==> src/hw/rtl/mfek_pkg.sv <==
// shared constants and types for the max flow block
package mfek_pkg;
    localparam int NODES = 16;
    localparam int CAP_W = 16;
    localparam int RES_W = 18;
    localparam int FLOW_W = 20;
    localparam logic [CAP_W-1:0] CAP_MAX = 16'hFFFF;
    localparam logic [FLOW_W-1:0] FLOW_MAX = 20'hFFFFF;
    localparam logic REG_SOURCE = 1'b0;
    localparam logic REG_SINK = 1'b1;

    typedef enum logic [3:0] {
        CMD_NONE, CMD_LOAD, CMD_LOAD_WR, CMD_CLR, CMD_BFS_INIT, CMD_BFS_POP,
        CMD_BFS_CHK, CMD_TR_RD, CMD_TR_CHK, CMD_UP_RD, CMD_UP_SUB, CMD_UP_ADD,
        CMD_FLOW_ADD, CMD_DONE
    } cmd_t;

    typedef struct packed {
        logic clr_done;
        logic q_empty;
        logic row_done;
        logic found;
        logic at_src;
        logic bad_cfg;
    } stat_t;
endpackage

==> src/hw/rtl/mfek_ctrl.sv <==
// sequencer for load, search, path update and clear
module mfek_ctrl import mfek_pkg::*; (
    input  logic  aclk,
    input  logic  aresetn,
    input  logic  in_xfer,
    input  logic  in_last,
    input  logic  out_busy,
    input  stat_t stat,
    output cmd_t  cmd,
    output logic  in_ready,
    output logic  res_valid,
    output logic  res_err,
    input  logic  out_taken
);
    typedef enum logic [3:0] {
        S_CLR, S_LOAD, S_LWR, S_INIT, S_POP, S_CHK, S_TRD, S_TCHK,
        S_URD, S_USUB, S_UADD, S_EMIT, S_FLOW
    } state_t;
    state_t state_reg;
    logic err_reg, last_reg;

    assign in_ready = (state_reg == S_LOAD) && !out_busy;
    assign res_valid = (state_reg == S_EMIT);
    assign res_err = err_reg;

    always_comb begin
        case (state_reg)
            S_CLR:   cmd = CMD_CLR;
            S_LOAD:  cmd = in_xfer ? CMD_LOAD : CMD_NONE;
            S_LWR:   cmd = CMD_LOAD_WR;
            S_INIT:  cmd = CMD_BFS_INIT;
            S_POP:   cmd = stat.q_empty ? CMD_NONE : CMD_BFS_POP;
            S_CHK:   cmd = CMD_BFS_CHK;
            S_TRD:   cmd = CMD_TR_RD;
            S_TCHK:  cmd = CMD_TR_CHK;
            S_URD:   cmd = CMD_UP_RD;
            S_USUB:  cmd = CMD_UP_SUB;
            S_UADD:  cmd = CMD_UP_ADD;
            S_FLOW:  cmd = CMD_FLOW_ADD;
            S_EMIT:  cmd = out_taken ? CMD_DONE : CMD_NONE;
            default: cmd = CMD_NONE;
        endcase
    end

    always_ff @(posedge aclk) begin
        if (!aresetn) begin
            state_reg <= S_CLR; err_reg <= 1'b0; last_reg <= 1'b0;
        end else begin
            case (state_reg)
                S_CLR: if (stat.clr_done) state_reg <= S_LOAD;
                S_LOAD: if (in_xfer) begin
                    last_reg <= in_last;
                    state_reg <= S_LWR;
                end
                // edge written back; the last one starts the search, or flags a bad source/sink setting
                S_LWR: begin
                    if (last_reg) begin
                        err_reg <= stat.bad_cfg;
                        state_reg <= stat.bad_cfg ? S_EMIT : S_INIT;
                    end else begin
                        state_reg <= S_LOAD;
                    end
                end
                S_INIT: state_reg <= S_POP;
                // pop next node; an empty queue means no path is left
                S_POP: state_reg <= stat.q_empty ? S_EMIT : S_CHK;
                S_CHK: begin
                    if (stat.found) state_reg <= S_TRD;
                    else if (stat.row_done) state_reg <= S_POP;
                end
                S_TRD: state_reg <= stat.at_src ? S_FLOW : S_TCHK;
                S_TCHK: state_reg <= S_TRD;
                S_FLOW: state_reg <= S_URD;
                S_URD: state_reg <= stat.at_src ? S_INIT : S_USUB;
                S_USUB: state_reg <= S_UADD;
                S_UADD: state_reg <= S_URD;
                S_EMIT: if (out_taken) state_reg <= S_CLR;
                default: state_reg <= S_CLR;
            endcase
        end
    end
endmodule

==> config.mk <==
export PLATFORM = sky130hd
export DESIGN_NAME = mfek_ctrl
export DESIGN_NICKNAME = d
export VERILOG_FILES = /design/src/hw/rtl/mfek_pkg.sv /design/src/hw/rtl/mfek_ctrl.sv
export SDC_FILE = /design/constraint.sdc
export NUM_CORES = 1
export LEC_CHECK = 0
export BUFFER_PORTS_ARGS = -buffer_cell sky130_fd_sc_hd__buf_2
export CORE_AREA = 2 2 40 42
export DETAILED_ROUTE_END_ITERATION = 8
export DIE_AREA = 0 0 42 44
export PLACE_DENSITY = 0.71
export SLEW_MARGIN = 20
export SYNTH_ARGS = -nofsm -noshare
export SYNTH_HDL_FRONTEND = slang
export SYNTH_SLANG_ARGS = --single-unit
export TNS_END_PERCENT = 50
==> constraint.sdc <==
create_clock -name aclk -period 1.5 [get_ports aclk]
set_input_delay 0.15 -clock aclk [delete_from_list [all_inputs] [get_ports aclk]]
set_output_delay 0.15 -clock aclk [all_outputs]
set_load 0.01 [all_outputs]
==> results.sh, run 1 <==
export IMPL_cts_sinks=6
export IMPL_drive_above_1_share_pct=43.5
export IMPL_start_util_pct=46.3
export IMPL_tightest_slew_ps=364
export IMPL_end_kind="primary output"
export IMPL_switching_share_pct=37.0
export IMPL_relSlewSlack_pct=75.7
export IMPL_finalClockSkew_ps=1.34
export IMPL_yosys_area_top_type_share_pct=18.3
export IMPL_clkTransAtPathRegs_ps=40
export IMPL_finalHoldViolCount=0
export IMPL_antenna_found_initial=0
export IMPL_cp_required_ps=1350
export IMPL_p_clk_share_pct=20.9
export IMPL_routabilityCongestion=0.933
export IMPL_synthToLayoutAreaGrowth_pct=29.1
export IMPL_tritoncts="built"
export IMPL_first_global_vias=627
export IMPL_drtIter0Drc=12
export IMPL_p_leak_uw=0.000361
export IMPL_yosys_top_cells_area="dfxtp_1, a21oi_1, mux2i_1"
export IMPL_pin_count=19
export IMPL_cp_max_fo=10
export IMPL_die_area_mm2=0.00185
export IMPL_hold_buffers=0
export IMPL_root_buffer="clkbuf_4"
export IMPL_holdPathStages=2
export IMPL_clk_latency_ps=240
export IMPL_portBuffers=18
export IMPL_ir_worst_vdd_v=0.000568
export IMPL_startpoint_type="flip-flop"
export IMPL_post_route_util_pct=59.8
export IMPL_n_antenna_cell=0
export IMPL_rsz0062_at_grt="yes"
export IMPL_grt_pass1_wl_mm=2.75
export IMPL_min_to="state_reg[2]$_SDFFE_PN0P_"
export IMPL_grt_max_degree=18
export IMPL_first_pass_iters=4
export IMPL_avgSynthCellArea_um2=7.64
export IMPL_reg2reg_to="state_reg[1]$_SDFFE_PN0P_"
export IMPL_fmax_mhz=689
export IMPL_gr_total_overflow=0
export IMPL_yosys_warnings=0
export IMPL_detailedPlacementHpwl_mm=1.26
export IMPL_routed_wl_mm=1.67
export IMPL_synth_area_leader_cell="dfxtp_1"
export IMPL_final_max_slew_viol_count=0
export IMPL_synth_cell_type_count=37
export IMPL_p_sw_uw=251
export IMPL_htreeDepth=1
export IMPL_min_from="stat[4]"
export IMPL_rows=14
export IMPL_yosysSeqAreaShare_pct=18.3
export IMPL_vias=725
export IMPL_final_nets=122
export IMPL_timing_max_cap_violations=0
export IMPL_p_per_area_mw_per_mm2=799
export IMPL_status="finished, final reports clean"
export IMPL_reg2reg_depth=5
export IMPL_crit_arrival_ps=1300
export IMPL_synthCells=86
export IMPL_drcViolationCount=0
export IMPL_grt_usage_pct=19.5
export IMPL_critPathKind="reg -> out"
export IMPL_avgRoutedWirePerCell_um=13.5
export IMPL_die_x_um=42
export IMPL_synth_area_um2=657
export IMPL_hold_path_class="in -> reg"
export IMPL_clockBufferDepth=2
export IMPL_synth_seq_cells=6
export IMPL_power_uw=678
export IMPL_ant_nets=0
export IMPL_seq_power_share_pct=29.9
export IMPL_cts_inserted_buffers=3
export IMPL_setup_viol=0
export IMPL_largest_reg_flops=4
export IMPL_core_area_mm2=0.00142
export IMPL_vias_per_cell=5.85
export IMPL_syn_nets=98
export IMPL_die_h_um=44
export IMPL_min_period_ps=1450
export IMPL_rrSetupSlack_ps=110
export IMPL_intPower_uw=427
export IMPL_final_period_utilization_pct=96.8
export IMPL_r2r_start="state_reg[2]$_SDFFE_PN0P_"
export IMPL_combPwrFrac_pct=49.2
export IMPL_whs_ps=153
[cell type report]
class                   instances  area [µm²]
clock buffers                   3        22.5
multi-input cells              67         474
repair buffers                 27         178
inverters                       5        18.8
flip-flops and latches          6         135
fillers                       131         571
well taps                      16        20.0
[critical path, stage by stage (launching register included)]
cell and delay (ps):
dfxtp_4 380, buf_6 150, nor2b_4 130, a32oi_2 120
o22ai_1 150, buf_2 150
[layout by cell type, fill, tap and decap left out, types with 2 or more instances in the layout]
cell,instances
mux2i_1,4
clkbuf_4,3
a21oi_1,8
buf_4,6
o22ai_1,2
buf_2,18
o21ai_0,6
nor4b_2,2
dfxtp_4,4
inv_1,4
dfxtp_1,2
nand3_1,2
buf_6,2
nor2_1,4
nand2b_1,2
nand2_1,9
nor3b_1,3
[through the flow]
stage	setup WS, ps	setup TNS [ps]	instances	cell area (µm²)
detailed placement	73.5	0	120	763
global route	-25.6	-48.2	124	848
CTS	8.74	0	123	796
finish	48.5	0	124	848
floorplan	313	0	86	657
global placement	77.6	0	120	763
[power groups by stage]
| stage | Combinational (µW) | Clock [µW] | Sequential, µW |
|---|---|---|---|
| after floorplan | 234 | 0 | 183 |
| after global placement | 294 | 0 | 199 |
| after detailed placement | 299 | 0 | 200 |
| after CTS | 306 | 147 | 200 |
| after global routing | 364 | 169 | 204 |
| final | 334 | 141 | 203 |
[how the worst max path moves through the flow]
stage / start / slack (ps) / endpoint
2_1_floorplan: state_reg[3]$_SDFFE_PN0P_ / 310 / cmd[2]
3_3_place_gp: state_reg[3]$_SDFFE_PN0P_ / 80 / state_reg[1]$_SDFFE_PN0P_
3_5_place_dp: state_reg[3]$_SDFFE_PN0P_ / 70 / state_reg[1]$_SDFFE_PN0P_
4_1_cts: state_reg[1]$_SDFFE_PN0P_ / 9 / cmd[0]
5_1_grt: state_reg[2]$_SDFFE_PN0P_ / -30 / cmd[2]
6_report: state_reg[1]$_SDFFE_PN0P_ / 50 / cmd[0]
[cell usage after synthesis]
cell,instances
nand2_1,9
a21oi_1,8
o21ai_0,7
dfxtp_1,6
nor2_1,6
inv_1,5
mux2i_1,4
buf_4,3
buf_6,3
nand2b_1,3
nor3b_1,3
nand3_1,2
nor4b_2,2
o22ai_1,2
a2111oi_2,1
a21boi_0,1
a21o_1,1
a22oi_2,1
a32o_2,1
a32oi_1,1
and3_1,1
buf_2,1
buf_8,1
nand2_4,1
nand3b_1,1
nand4_1,1
nor2b_1,1
nor3_1,1
o2111ai_1,1
o211ai_1,1
o21ai_2,1
o311ai_1,1
o31a_1,1
o31ai_1,1
or2_1,1
or3_1,1
xnor2_1,1
[cells by family (layout without fill, tap and decap cells)]
| family | Yosys count | count (layout) | synth area share [%] |
|---|---|---|---|
| multiplexers | 4 | 4 | 6.10 |
| AO/OA/AOI/OAI | 29 | 29 | 30.5 |
| XOR/XNOR | 1 | 1 | 1.33 |
| buffers and inverters | 13 | 35 | 14.5 |
| flip-flops | 6 | 6 | 18.3 |
| AND/OR/NAND/NOR | 33 | 33 | 29.3 |
[layer usage]
layer	global-route usage (%)	share of wire [%]	vias up
met4	14.2	2.9	0
met2	31.9	50	21
li1	-	-	358
met1	23.0	43	338
met5	0	0	-
met3	3.33	3.7	8
[what timing repair did]
item	in CTS	in global routing
setup buffers	0	1
gates resized for setup	6	13
pin swaps	0	2
hold endpoints to repair	0	0
gates cloned	0	0
endpoints found under the setup margin	5	4
(Power assumes the default switching activity.)
==> inputs of run 2 (changes only) <==
--- a/config.mk
+++ b/config.mk
@@ -5,7 +5,7 @@
 export SDC_FILE = /design/constraint.sdc
 export NUM_CORES = 1
 export LEC_CHECK = 0
-export BUFFER_PORTS_ARGS = -buffer_cell sky130_fd_sc_hd__buf_2
+export BUFFER_PORTS_ARGS = -buffer_cell sky130_fd_sc_hd__clkbuf_2
 export CORE_AREA = 2 2 40 42
 export DETAILED_ROUTE_END_ITERATION = 8
 export DIE_AREA = 0 0 42 44
==> results.sh, run 2 (synthesis results as in run 1) <==
export IMPL_reg2reg_depth=4
export IMPL_htreeDepth=1
export IMPL_grt_use_met3_pct=2.92
export IMPL_drive_above_1_share_pct=43.8
export IMPL_drtIter0Drc=8
export IMPL_final_period_utilization_pct=97.5
export IMPL_clockBufferDepth=2
export IMPL_cts_sinks=6
export IMPL_rrSetupSlack_ps=160
export IMPL_clkTransAtPathRegs_ps=40
export IMPL_end_kind="primary output"
export IMPL_ant_nets=0
export IMPL_rows=14
export IMPL_fin_area_um2=868
export IMPL_die_h_um=44
export IMPL_antenna_found_initial=0
export IMPL_met1_usage_pct=23.3
export IMPL_finalClockSkew_ps=0.234
export IMPL_portBuffers=18
export IMPL_die_x_um=42
export IMPL_pin_count=19
export IMPL_ir_worst_vdd_v=0.000788
export IMPL_fmax_mhz=684
export IMPL_die_area_mm2=0.00185
export IMPL_final_cell_mix="clkbuf_2, buf_4, nand2_1, a21oi_1"
export IMPL_gr_total_overflow=0
export IMPL_synthToLayoutAreaGrowth_pct=32.2
export IMPL_first_global_vias=627
export IMPL_timing_max_cap_violations=0
export IMPL_largest_reg_flops=4
export IMPL_instances_no_fill=128
export IMPL_grt_usage_pct=17.8
export IMPL_crit_arrival_ps=1310
export IMPL_drcViolationCount=0
export IMPL_p_per_area_mw_per_mm2=798
export IMPL_start_util_pct=46.3
export IMPL_grt_met2_usage_pct=29.7
export IMPL_hold_buffers=0
export IMPL_tightest_slew_ps=344
export IMPL_n_antenna_cell=0
export IMPL_tritoncts="built"
export IMPL_finalHoldViolCount=0
export IMPL_final_max_slew_viol_count=0
export IMPL_status="finished, final reports clean"
export IMPL_root_buffer="clkbuf_4"
export IMPL_cp_cell_sequence="nor2_1 -> o21ai_0 -> and3_1 -> clkbuf_2"
export IMPL_avgRoutedWirePerCell_um=12.7
export IMPL_final_nets=126
export IMPL_cp_slowest_cell="dfxtp_4"
export IMPL_placed_cells=122
export IMPL_cp_required_ps=1350
export IMPL_reg2reg_to="state_reg[1]$_SDFFE_PN0P_"
export IMPL_cp_max_fo=17
export IMPL_post_route_util_pct=61.2
export IMPL_critPathKind="reg -> out"
export IMPL_setup_viol=0
export IMPL_routed_wl_mm=1.62
export IMPL_cts_inserted_buffers=3
export IMPL_cpPeakStageDelay_ps=390
export IMPL_cp_endpoint="cmd[1]"
export IMPL_vias=727
export IMPL_first_pass_iters=4
export IMPL_r2r_start="state_reg[1]$_SDFFE_PN0P_"
export IMPL_grt_pass1_wl_mm=2.61
export IMPL_top_usage_layer="met2"
export IMPL_core_area_mm2=0.00142
export IMPL_hold_path_class="in -> reg"
export IMPL_p_leak_uw=0.000375
export IMPL_detailedPlacementHpwl_mm=1.24
export IMPL_dpl_instance_area_um2=778
export IMPL_min_period_ps=1460
export IMPL_cp_startpoint="state_reg[3]$_SDFFE_PN0P_"
export IMPL_relSlewSlack_pct=77.0
export IMPL_rsz0062_at_grt="yes"
export IMPL_vias_per_cell=5.68
export IMPL_grt_max_degree=18
export IMPL_startpoint_type="flip-flop"
export IMPL_routabilityCongestion=0.853
export IMPL_clk_latency_ps=230
export IMPL_layout_commonest_cell="clkbuf_2"
[run 2: cell types whose count changed in the layout (fill, tap and decap cells not counted), sizes merged]
| cell | delta |
|---|---|
| clkbuf | +16 |
| clkinvlp | +1 |
| buf | -12 |
| inv | -1 |
[run 2: area by class of cell]
cell class / count / area (µm²)
well taps: 16 / 20.0
multi-input cells: 67 / 464
clock buffers: 3 / 22.5
flip-flops and latches: 6 / 135
fillers: 123 / 551
inverters: 5 / 22.5
repair buffers: 31 / 204
[run 2: stage by stage]
stage | TNS, ps | setup slack, ps | total power, µW | hold slack [ps]
6_report | 0 | 37.9 | 693 | 149
3_3_place_gp | 0 | 125 | 509 | 385
2_1_floorplan | 0 | 313 | 417 | 244
5_1_grt | -51.9 | -33.3 | 753 | 170
3_5_place_dp | 0 | 63.4 | 511 | 392
4_1_cts | 0 | 16.0 | 670 | 136
[run 2: worst max-delay path: cells and delay by family, from the launching register on]
kind                   cells  cell delay (ps)
and+or+nand+nor            2              440
buffers and inverters      1              120
DFF                        1              390
AOI/OAI and AO/OA          1              130
[run 2: worst min-delay path by stage]
stage	startpoint	endpoint	slack, ps	cells after the start
floorplan	stat[4]	state_reg[2]$_SDFFE_PN0P_	240	1
global placement	in_last	last_reg$_SDFFE_PN0P_	380	3
detailed placement	in_last	last_reg$_SDFFE_PN0P_	390	3
CTS	stat[4]	state_reg[2]$_SDFFE_PN0P_	140	2
global route	in_last	last_reg$_SDFFE_PN0P_	170	3
finish	in_last	last_reg$_SDFFE_PN0P_	150	3
[run 2: what timing repair did]
| action | in CTS | in global routing |
|---|---|---|
| pin swaps | 0 | 1 |
| gates resized for setup | 6 | 13 |
| endpoints found under the setup margin | 4 | 4 |
| buffers inserted | 0 | 3 |
| endpoints found under the hold margin | 0 | 0 |
[run 2: power by group]
part	leakage (µW)	switching [µW]	internal [µW]
Sequential	0.0000517	24.3	174
Clock	0.0000138	49.3	89.9
Combinational	0.000309	171	185
[run 2: routing by layer]
| layer | share of wire (%) | routed length (µm) | up-vias |
|---|---|---|---|
| li1 | - | - | 365 |
| met1 | 43 | 699 | 333 |
| met2 | 50 | 805 | 25 |
| met3 | 5.2 | 85 | 4 |
| met4 | 1.9 | 30 | 0 |
| met5 | 0 | 0 | - |
==> inputs of run 3 (changes only) <==
--- a/config.mk
+++ b/config.mk
@@ -5,11 +5,11 @@
 export SDC_FILE = /design/constraint.sdc
 export NUM_CORES = 1
 export LEC_CHECK = 0
-export BUFFER_PORTS_ARGS = -buffer_cell sky130_fd_sc_hd__clkbuf_2
+export BUFFER_PORTS_ARGS = -buffer_cell sky130_fd_sc_hd__buf_2
 export CORE_AREA = 2 2 40 42
 export DETAILED_ROUTE_END_ITERATION = 8
 export DIE_AREA = 0 0 42 44
-export PLACE_DENSITY = 0.71
+export PLACE_DENSITY = 0.73
 export SLEW_MARGIN = 20
 export SYNTH_ARGS = -nofsm -noshare
 export SYNTH_HDL_FRONTEND = slang
==> results.sh, run 3 (synthesis results as in run 1) <==
export IMPL_ir_worst_vdd_v=0.000534
export IMPL_hold_buffers=0
export IMPL_cp_max_fo=9
export IMPL_finalHoldViolCount=0
export IMPL_grt_max_degree=17
export IMPL_htreeDepth=1
export IMPL_antenna_found_initial=0
export IMPL_relSlewSlack_pct=80.1
export IMPL_cp_num_buf_inv=2
export IMPL_rows=14
export IMPL_tritoncts="built"
export IMPL_synthToLayoutAreaGrowth_pct=26.3
export IMPL_grt_usage_pct=19.1
export IMPL_n_antenna_cell=0
export IMPL_routabilityCongestion=0.917
export IMPL_drcViolationCount=0
export IMPL_cts_sinks=6
export IMPL_core_area_mm2=0.00142
export IMPL_ant_nets=0
export IMPL_final_nets=123
export IMPL_first_global_vias=658
export IMPL_die_x_um=42
export IMPL_setup_viol=0
export IMPL_first_pass_iters=4
export IMPL_die_area_mm2=0.00185
export IMPL_end_kind="flip-flop"
export IMPL_drive_above_1_share_pct=42.2
export IMPL_gr_total_overflow=0
export IMPL_drtIter0Drc=10
export IMPL_grt_pass1_wl_mm=2.73
export IMPL_root_buffer="clkbuf_4"
export IMPL_cp_cell_sequence="buf_2 -> buf_4 -> nor3b_2 -> o311ai_1 -> a32o_2"
export IMPL_nFillCells=130
export IMPL_hold_path_class="in -> reg"
export IMPL_whs_ps=147
export IMPL_status="finished, final reports clean"
export IMPL_cp_slowest_cell="dfxtp_4"
export IMPL_largest_reg_flops=4
export IMPL_avgRoutedWirePerCell_um=12.6
export IMPL_pin_count=19
export IMPL_final_cell_mix="buf_2, nand2_1, a21oi_1, o21ai_0, buf_4"
export IMPL_cp_required_ps=1630
export IMPL_die_h_um=44
export IMPL_rsz0062_at_grt="yes"
export IMPL_clkTransAtPathRegs_ps=40
export IMPL_setup_tns_ps=0
export IMPL_layout_commonest_cell="buf_2"
export IMPL_cts_inserted_buffers=3
export IMPL_startpoint_type="flip-flop"
export IMPL_p_per_area_mw_per_mm2=791
export IMPL_timing_max_cap_violations=0
export IMPL_final_max_slew_viol_count=0
export IMPL_start_util_pct=46.3
export IMPL_cpPeakStageDelay_ps=370
export IMPL_multiInputGateArea_um2=459
export IMPL_detailedPlacementHpwl_mm=1.19
export IMPL_tightest_slew_ps=298
export IMPL_portBuffers=18
export IMPL_final_period_utilization_pct=94.7
export IMPL_clockBufferDepth=2
export IMPL_routed_wl_mm=1.57
export IMPL_vias=689
export IMPL_vias_per_cell=5.51
export IMPL_clk_latency_ps=240
export IMPL_min_period_ps=1420
export IMPL_fmax_mhz=704
export IMPL_crit_arrival_ps=1550
export IMPL_critPathKind="reg -> reg"
export IMPL_p_leak_uw=0.000359
export IMPL_regArea_um2=130
export IMPL_cpLargestDelayFamily="flip-flops"
export IMPL_finalClockSkew_ps=3.98
-- run 3: cell types whose count changed in the layout (fill, tap and decap cells not counted), moves of 2 or more --
cell      delta
buf_4        -4
o21ai_0      +2
o21ai_1      -2
buf_2       +17
dfxtp_4      -2
clkbuf_2    -16
dfxtp_2      +2
-- run 3: per-stage QoR --
stage	utilization, %	worst slack [ps]	std cells	power (µW)	area, µm²
6_report	58.5	79.6	125	656	830
5_1_grt	58.5	-4.49	125	705	830
2_1_floorplan	-	313	86	417	657
3_5_place_dp	53.3	-33.5	119	487	756
3_3_place_gp	53.3	32.0	119	482	756
4_1_cts	56.2	34.9	122	650	797
-- run 3: repair_timing --
action | CTS | global route
setup endpoints to repair | 6 | 3
pin swaps | 0 | 0
setup buffers | 0 | 3
resized for setup | 8 | 4
-- run 3: metal layers --
layer  vias to the layer above  track usage [%]  share of wire, %
li1                        359                -                 -
met1                       312             22.8                46
met2                        18             33.1                49
met3                         0             3.75               5.2
met4                         0             9.03                 0
met5                         -                0                 0
-- run 3: worst paths after layout --
| path | from | to | slack (ps) | cells past startpoint |
|---|---|---|---|---|
| worst min register to register | res_err$_SDFFE_PN0P_ | res_err$_SDFFE_PN0P_ | 480 | 2 |
| worst min-delay path | stat[4] | state_reg[2]$_SDFFE_PN0P_ | 150 | 2 |
| worst max-delay path | state_reg[1]$_SDFFE_PN0P_ | state_reg[1]$_SDFFE_PN0P_ | 80 | 5 |
| worst max register to register | state_reg[1]$_SDFFE_PN0P_ | state_reg[1]$_SDFFE_PN0P_ | 80 | 5 |
-- run 3: report_power, final --
part | leakage, µW | switching (µW) | internal [µW]
logic | 0.000294 | 166 | 153
registers | 0.0000511 | 23.3 | 174
clock network | 0.0000138 | 49.6 | 89.9
-- run 3: cell type report --
cell class,instances,share of cell area (%)
clock buffer,3,2.71
inverter,5,2.26
multi-input combinational,67,55.4
sequential,6,15.7
tap,16,2.41
timing repair buffer,28,21.6
